### config.mk
export PLATFORM = sky130hd
export DESIGN_NAME = pnch_alu
export DESIGN_NICKNAME = d
export VERILOG_FILES = /design/src/rtl/core/pnch_pkg.sv /design/src/rtl/core/pnch_alu.sv
export SDC_FILE = /design/constraint.sdc
export NUM_CORES = 1
export LEC_CHECK = 0
export ABC_AREA = 1
export BUFFER_PORTS_ARGS = -buffer_cell sky130_fd_sc_hd__buf_2
export CORE_MARGIN = 2
export CORE_UTILIZATION = 32
export DETAILED_ROUTE_END_ITERATION = 8
export PLACE_DENSITY = 0.59
export SETUP_SLACK_MARGIN = 0.1
export SYNTH_ARGS = -nofsm -noshare
export SYNTH_HDL_FRONTEND = slang
export SYNTH_SLANG_ARGS = --single-unit
### constraint.sdc
create_clock -name vclk -period 3.3
set_clock_uncertainty 0.1 [all_clocks]
set_input_delay 0.165 -clock vclk [all_inputs]
set_output_delay 0.165 -clock vclk [all_outputs]
set_load 0.01 [all_outputs]
### src/rtl/core/pnch_pkg.sv
// Shared constants, codes and types of the path node coverage histogram block.
`timescale 1ns / 1ps
`default_nettype none
package pnch_pkg;

    localparam int DATA_W      = 32;
    localparam int MODE_W      = 2;
    localparam int QUERY_W     = 16;
    localparam int READ_W      = 16;
    localparam int CFG_INDEX_W = 1;
    localparam int CFG_DATA_W  = 16;

    // Input item modes.
    localparam logic [MODE_W-1:0] MODE_LEAF  = 2'd0;
    localparam logic [MODE_W-1:0] MODE_START = 2'd1;
    localparam logic [MODE_W-1:0] MODE_BIN   = 2'd2;
    localparam logic [MODE_W-1:0] MODE_COV   = 2'd3;

    // Configuration register indexes.
    localparam logic [CFG_INDEX_W-1:0] REG_NODE_COUNT = 1'd0;
    localparam logic [CFG_INDEX_W-1:0] REG_DELTA_MODE = 1'd1;

    typedef struct packed {
        logic [DATA_W-1:0] a;
        logic [DATA_W-1:0] b;
        logic              sub;
    } alu_req_t;

    typedef struct packed {
        logic [DATA_W-1:0] sum;
        logic              borrow;
    } alu_rsp_t;

endpackage
`default_nettype wire

### src/rtl/core/pnch_alu.sv
// Shared add/subtract unit used by the arithmetic steps of the item sequence; the clearing pass counts on its own.
`timescale 1ns / 1ps
`default_nettype none
module pnch_alu (
    input  wire pnch_pkg::alu_req_t req,
    output pnch_pkg::alu_rsp_t      rsp
);
    import pnch_pkg::*;

    logic [DATA_W:0] full;

    // A subtract is a plus the inverted b plus one; no carry out means a borrow.
    assign full = {1'b0, req.a} + {1'b0, (req.sub ? ~req.b : req.b)}
                  + {{DATA_W{1'b0}}, req.sub};
    assign rsp.sum    = full[DATA_W-1:0];
    assign rsp.borrow = req.sub & ~full[DATA_W];

endmodule
`default_nettype wire

==> impl_metrics.tcl <==
set metrics [dict create \
    status "finished clean" \
    globalplace.congestion 1.00 \
    fp.dieH_um 93.8 \
    final.period_utilization 0.777 \
    antenna_found_initial 0 \
    seq_area_um2 0 \
    p_comb_frac 1.000 \
    mean_syn_cell_area_um2 5.35 \
    route.antenna.remaining_nets 0 \
    crit_fanout 26 \
    net_switching_share_of_the_total_power 0.623 \
    ys.warnings.count 0 \
    report.final.slew_viol_count 0 \
    wire_per_inst_um 12.5 \
    total_number_of_vias 3176 \
    power_frac_clock 0 \
    synth.net_count 579 \
    critPathCaptureType "output port" \
    max_slew.worst_pin.slew_ns 0.366 \
    mostFrequentLayoutCell "sky130_fd_sc_hd__nand2_1" \
    cts.hold.buffers_added 0 \
    hold_viol 0 \
    drt_iter0_markers 185 \
    floorplan.die_area_um2 8800 \
    drt_pass1_iterations 4 \
    hpwl_um 7710 \
    yosys.area.top_type_share 0.224 \
    synth_cells 482 \
    grt_first_pass_wirelength_um 13800 \
    initial_core_util 0.332 \
    coreArea_um2 7770 \
    path_buf_inv 3 \
    buffer_ports.inserted 98 \
    power.static_leakage_uw 0.00199 \
    timing.critical_path.max_delay_family "compound AO/OA/AOI/OAI gates" \
    worst-endpoint-arrival_ns 2.30 \
    most_used_cell_cp "sky130_fd_sc_hd__nand2_1" \
    max_stage_delay_ns 0.34 \
    post_cts_setup_inserts 0 \
    worst_hold_path.num_cells 3 \
    final_nets 676 \
    finalWirelength_um 8490 \
    ys_types 27 \
    post-route-min-period_ns 2.57 \
    yosys.area.top_type "sky130_fd_sc_hd__nand2_1" \
    achievable-frequency_mhz 390 \
    vdd_drop_max_v 0.0000924 \
    io-pin-count 98 \
    timing.max_cap.violations 0 \
    final_layout_size_suffix_gt1_frac 0.225 \
    required_ns 3.03 \
    fin_setup_tns_ns 0 \
    die_w_um 93.8 \
    final_area_um2 3200 \
    post_dp_cell_area_um2 3200 \
    placement_rows 32 \
    num-clock-buffers 0 \
    route.detailed.drc 0 \
    diodes 0 \
    timing.critical_path.cells "buf_2 -> buf_12 -> xor2_1 -> ha_1 -> a21oi_1 -> o21ai_0 -> nand2_1 -> nand2_1 -> a21oi_1 -> nand2_1 -> nand2_1 -> nand2_1 -> buf_2" \
    setup_viol 0 \
    slew_headroom 0.753 \
    worst_setup_path_start_kind "input port" \
    cellPowerDensity_nw_per_um2 282 \
    gr-total-overflow 0 \
    final_cell_mix "sky130_fd_sc_hd__nand2_1, sky130_fd_sc_hd__buf_2, sky130_fd_sc_hd__inv_1, sky130_fd_sc_hd__nor2_1, sky130_fd_sc_hd__xor2_1" \
    synth_area_leaders "sky130_fd_sc_hd__nand2_1, sky130_fd_sc_hd__ha_1, sky130_fd_sc_hd__xor2_1, sky130_fd_sc_hd__inv_1, sky130_fd_sc_hd__nor2_1" \
    internal-power_uw 339 \
    cts_repair_resize_count 0 \
    area_delta_synth_final_pct 23.9 \
    holdCritPathClass "input port to output port" \
    setup.worst_path.class "input port to output port" \
    viasPerCell 4.68 \
    cp_num_cells 13 \
    seq_cells 0 \
    p_total_uw 900 \
    mappedNetlistArea_um2 2580 \
    power.switching_uw 561 \
    grt_pass1_vias 3027 \
    grt_setup_unrepaired "false" \
    cpMaxStageDelayCell "sky130_fd_sc_hd__ha_1" \
    grt_max_degree 27 \
    grtUsageTotal 0.191 \
    yosysSeqAreaShare 0 \
    share_seq_of_total_power 0 \
]
[layer usage]
layer,vias up,GRT usage,share of wire
met5,-,0,0
met4,0,0.00966,0.0052
met3,4,0.00401,0.038
met2,71,0.330,0.47
met1,1416,0.278,0.49
li1,1685,-,-
[power by group through the flow]
stage / Combinational [µW] / Clock [µW] / Sequential [µW]
6_report: 900 / 0 / 0
5_1_grt: 1010 / 0 / 0
4_1_cts: 903 / 0 / 0
3_5_place_dp: 899 / 0 / 0
3_3_place_gp: 895 / 0 / 0
2_1_floorplan: 594 / 0 / 0
[final cells by class]
cell class / instances / area, µm²
fillers: 918 / 4570
well taps: 102 / 128
inverters: 87 / 327
multi-input cells: 391 / 2230
repair buffers: 99 / 510
[synthesized netlist by cell type, drive strengths merged]
| cell type | instances |
|---|---|
| a211oi | 1 |
| a21oi | 33 |
| and2 | 1 |
| buf | 4 |
| fa | 1 |
| ha | 31 |
| inv | 87 |
| nand2 | 169 |
| nand3 | 31 |
| nand3b | 1 |
| nand4 | 1 |
| nor2 | 50 |
| nor3 | 6 |
| o211ai | 1 |
| o21ai | 14 |
| o21bai | 4 |
| xnor2 | 3 |
| xor2 | 44 |
[per-stage QoR]
step / hold slack, ns / util / cells / worst slack, ns
4_1_cts: 0.513 / 0.411 / 679 / 0.740
2_1_floorplan: 0.306 / - / 482 / 1.19
5_1_grt: 0.536 / 0.411 / 679 / 0.517
3_5_place_dp: 0.513 / 0.411 / 679 / 0.741
6_report: 0.511 / 0.411 / 679 / 0.735
3_3_place_gp: 0.510 / 0.411 / 679 / 0.762
[path summary, 6_finish.rpt]
kind	slack (ns)	from	end
min	0.51	req[33]	rsp[1]
max	0.73	req[0]	rsp[29]
[kinds of logic after synthesis]
logic type | Yosys count | synth area share
buffers and inverters | 91 | 0.135
AO/OA/AOI/OAI | 53 | 0.110
AND/OR/NAND/NOR | 259 | 0.437
XOR/XNOR | 47 | 0.160
adder cells (fa/ha/maj) | 32 | 0.158
No activity file was read; power rests on OpenSTA's default activity.
